`src/rtl/core/lfpb_pkg.sv`:
```
// ----------------------------------------------------------------------------
// lfpb_pkg
// Types, constants and the brightness table of the LED afterglow block.
// ----------------------------------------------------------------------------
package lfpb_pkg;

  localparam int unsigned TABLE_ENTRIES = 41;
  localparam int unsigned CHANNELS      = 3;

  localparam logic [12:0] ONE_Q12    = 13'd4096;
  localparam logic [15:0] GLOW_CLAMP = 16'd40960;
  localparam logic [12:0] SHADE_MUL  = 13'd39;
  localparam logic [16:0] SHADE_MAX  = 17'd40;

  localparam logic [1:0] CFG_PIXEL_COUNT = 2'd0;
  localparam logic [1:0] CFG_RETAIN      = 2'd1;
  localparam logic [1:0] CFG_BLEED       = 2'd2;

  localparam logic [10:0] PIXEL_COUNT_RST = 11'd100;
  localparam logic [12:0] RETAIN_RST      = 13'd164;
  localparam logic [12:0] BLEED_RST       = 13'd0;

  localparam logic [7:0] BRIGHT_TAB [TABLE_ENTRIES] = '{
    8'd0,   8'd1,   8'd2,   8'd3,   8'd4,   8'd5,   8'd6,   8'd7,
    8'd8,   8'd10,  8'd12,  8'd14,  8'd16,  8'd18,  8'd20,  8'd22,
    8'd24,  8'd28,  8'd32,  8'd36,  8'd40,  8'd44,  8'd48,  8'd52,
    8'd56,  8'd64,  8'd72,  8'd80,  8'd88,  8'd96,  8'd104, 8'd112,
    8'd120, 8'd136, 8'd152, 8'd168, 8'd184, 8'd200, 8'd216, 8'd232,
    8'd255
  };

  typedef struct packed {
    logic [15:0] red_in;
    logic [15:0] green_in;
    logic [15:0] blue_in;
    logic        frame_end;
  } in_item_t;

  typedef struct packed {
    logic [7:0] red_out;
    logic [7:0] green_out;
    logic [7:0] blue_out;
    logic       last_pixel;
  } out_item_t;

  typedef logic [2:0][16:0] glow_t;
  typedef logic [2:0][15:0] chan16_t;

  typedef enum logic [2:0] {
    ST_CLEAR,
    ST_IDLE,
    ST_LOAD,
    ST_MUL,
    ST_WB,
    ST_FINISH
  } state_t;

  typedef enum logic [1:0] {
    OP_FRESH,
    OP_SHARE,
    OP_SHADE
  } op_t;

endpackage

```
`src/rtl/core/lfpb_mul_unit.sv`:
```
// ----------------------------------------------------------------------------
// lfpb_mul_unit
// Shared Q1.12 multiplier with fade, bleed and brightness post-processing.
// ----------------------------------------------------------------------------
module lfpb_mul_unit
  import lfpb_pkg::*;
(
  input  op_t         op,
  input  logic [12:0] keep,
  input  logic [12:0] bleed,
  input  logic [15:0] opnd,
  input  logic [12:0] excite,
  output logic [15:0] res
);

  logic [12:0] coef;
  logic [28:0] prod;
  logic [16:0] scaled;
  logic [5:0]  tab_idx;

  always_comb begin
    case (op)
      OP_FRESH: coef = keep;
      OP_SHARE: coef = bleed;
      OP_SHADE: coef = SHADE_MUL;
      default:  coef = SHADE_MUL;
    endcase
    prod    = 29'(coef) * 29'(opnd);
    scaled  = prod[28:12];
    tab_idx = (scaled > SHADE_MAX) ? SHADE_MAX[5:0] : scaled[5:0];
    case (op)
      OP_FRESH: res = 16'(scaled + 17'(excite));
      OP_SHARE: res = scaled[15:0];
      OP_SHADE: res = {8'd0, BRIGHT_TAB[tab_idx]};
      default:  res = '0;
    endcase
  end

endmodule

```
`config.mk`:
```
export PLATFORM = sky130hd
export DESIGN_NAME = lfpb_mul_unit
export DESIGN_NICKNAME = d
export VERILOG_FILES = /design/src/rtl/core/lfpb_pkg.sv /design/src/rtl/core/lfpb_mul_unit.sv
export SDC_FILE = /design/constraint.sdc
export NUM_CORES = 1
export LEC_CHECK = 0
export BUFFER_PORTS_ARGS = -buffer_cell sky130_fd_sc_hd__buf_2
export CORE_ASPECT_RATIO = 0.7
export CORE_MARGIN = 2
export CORE_UTILIZATION = 45
export DETAILED_ROUTE_END_ITERATION = 16
export PLACE_DENSITY = 0.68
export RECOVER_POWER = 25
export SLEW_MARGIN = 20
export SYNTH_ARGS = -nofsm -noshare
export SYNTH_HDL_FRONTEND = slang
export SYNTH_SLANG_ARGS = --single-unit
```
`constraint.sdc`:
```
create_clock -name vclk -period 15.5
set_input_delay 2.325 -clock vclk [all_inputs]
set_output_delay 2.325 -clock vclk [all_outputs]
set_load 0.02 [all_outputs]
```
==> run metrics <==
GPL Wtd Cong=0.919; TritonRoute pass-1 iters=5; Critical Path Slowest Stage Cell=fa_1; hold_buf cts=0; WL final=19.6 mm; Final Critical Period=13.50 ns; vias in the first global route=6851; Worst Path Max Fanout=31; GRT Residual Overflow=0; CP endpoint kind=primary output; final setup vio count=0; initial antenna violation count=1; HP Class=in -> out; status=complete, no violations; Total Die Area=18800 sq um; Setup CP Type=in -> out; Worst Tran Pin Value=1.01 ns; n_diodes=0; Wirelength per Cell=15.5 um; largest net degree at the start of global routing=33; global-route wire length before repair=33.9 mm; final hold vios=0; buffers added on ports=73; Data arrival, critical path=11.17 ns; CP max stage delay=0.55 ns; Starting Density=46.1%; number of clock buffers in the layout=0; Synth Net Count=1286; # Max-Cap Violations=0; FP Rows=40; Yosys warnings=0; synthesized area=7960 sq um; overall global routing resource usage=22.2%; number of remaining DRC errors=0; DPL Wire Length=16.4 mm; layout sequential cell count=0; fin crit share=87.1%; ANT nets after route=0; mean post-synth cell area=8.03 sq um; max-slew violations=0; post-CTS setup buffer count=0; DR WL met2=8.88 mm; Die Span X=163 um; Worst Path Required=13.18 ns; # IOs=73; Area Overhead vs Synth=7.13%; f_max=0.0741 GHz; fill cell count=1697; Met1 Wirelength=9.59 mm; Die Y=115 um; post_cts resized=0; Met3 Wirelength=1.03 mm; crit start category=primary input; vias per cell=5.28; area occupied by multi-input gates=6990 sq um; nets=1329; DRT iter0 DRCs=406; layout cells sized above 1=9.58%; Reg area=0 sq um; RSZ-0062 raised after global routing=no; Core Region=17300 sq um; Yosys cell types=59; Slew headroom=32.8%; setup TNS=0 ns; DR top layer=met4; register area share after synthesis=0%; Vias=6674; cells after synthesis=992
kinds of logic after synthesis:
kind of cell | share of synthesized area [%]
compound gates | 10.9
xor+xnor | 3.17
fa+ha+maj | 52.0
buf+inv | 12.3
simple gates | 19.6
mux | 2.07
metrics by stage:
step | hold WS (ns) | instances | setup slack (ns) | instance area, sq um | utilization, %
6_report | 5.21 | 1264 | 2.00 | 8530 | 49.4
3_5_place_dp | 5.20 | 1264 | 2.15 | 8550 | 49.5
2_1_floorplan | 4.96 | 992 | 2.79 | 7960 | -
5_1_grt | 5.28 | 1264 | 1.38 | 8530 | 49.4
3_3_place_gp | 5.20 | 1264 | 2.18 | 8550 | 49.5
4_1_cts | 5.20 | 1264 | 2.09 | 8550 | 49.5
layout by cell type, fill, tap and decap left out, drive strengths merged, types with 4 or more instances in the layout:
| master | n |
|---|---|
| a211oi | 7 |
| a21o | 6 |
| a21oi | 45 |
| a31oi | 10 |
| and2 | 84 |
| and3 | 5 |
| and4 | 4 |
| buf | 83 |
| fa | 154 |
| ha | 83 |
| inv | 215 |
| mux2i | 15 |
| nand2 | 133 |
| nand2b | 6 |
| nand3 | 9 |
| nor2 | 33 |
| nor2b | 16 |
| nor3 | 7 |
| o211ai | 8 |
| o21ai | 29 |
| or2 | 4 |
| or3 | 5 |
| xnor2 | 14 |
| xor2 | 14 |
layer usage:
| layer | vias up | global-route usage [%] |
|---|---|---|
| met4 | 0 | 1.53 |
| met1 | 3315 | 33.6 |
| met3 | 8 | 0.974 |
| met2 | 191 | 37.1 |
| li1 | 3160 | - |
| met5 | - | 0 |
final timing paths:
kind	startpoint	end	slack, ns	cells after the start
setup / recovery	op[0]	res[15]	2.00	31
hold / removal	excite[12]	res[12]	5.21	6
final cells by class:
class / count / area share [%]
Timing Repair Buffer: 84 / 5.24
Inverter: 216 / 9.50
Multi-Input combinational cell: 733 / 81.9
Tap cell: 231 / 3.39
synth_stat cells, types with 3 or more instances:
cell	number	share of area [%]
nand2_1	133	6.3
or2_2	4	0.31
o211ai_1	7	0.66
o21ai_0	29	1.8
clkbuf_1	38	1.8
a211oi_1	7	0.66
xnor2_1	14	1.5
nand2b_1	6	0.47
xor2_1	13	1.4
nor2_1	33	1.6
and3_1	5	0.39
o21bai_1	3	0.28
or3_1	5	0.39
a21o_1	6	0.57
inv_1	215	10
nand3_1	9	0.57
mux2i_1	15	1.9
a22oi_1	3	0.28
a31oi_1	10	0.79
a31o_2	3	0.33
ha_1	83	13
o21a_1	3	0.28
and4_1	4	0.44
fa_1	154	39
and2_1	84	6.6
nor2b_1	16	1.3
a21oi_1	44	2.8
nor3_1	7	0.44
worst max-delay path, delay by kind of cell:
| kind | cells | cell delay, ns |
|---|---|---|
| muxes | 1 | 0.34 |
| xor gates and xnor gates | 2 | 0.64 |
| AOI/OAI and AO/OA | 9 | 1.73 |
| adders and majority gates | 8 | 3.69 |
| and+or+nand+nor | 4 | 1.19 |
| buffers and inverters | 7 | 1.22 |
Power is not shown: default switching activity piles up to over one toggle a cycle in this logic, so the estimate is an artifact.
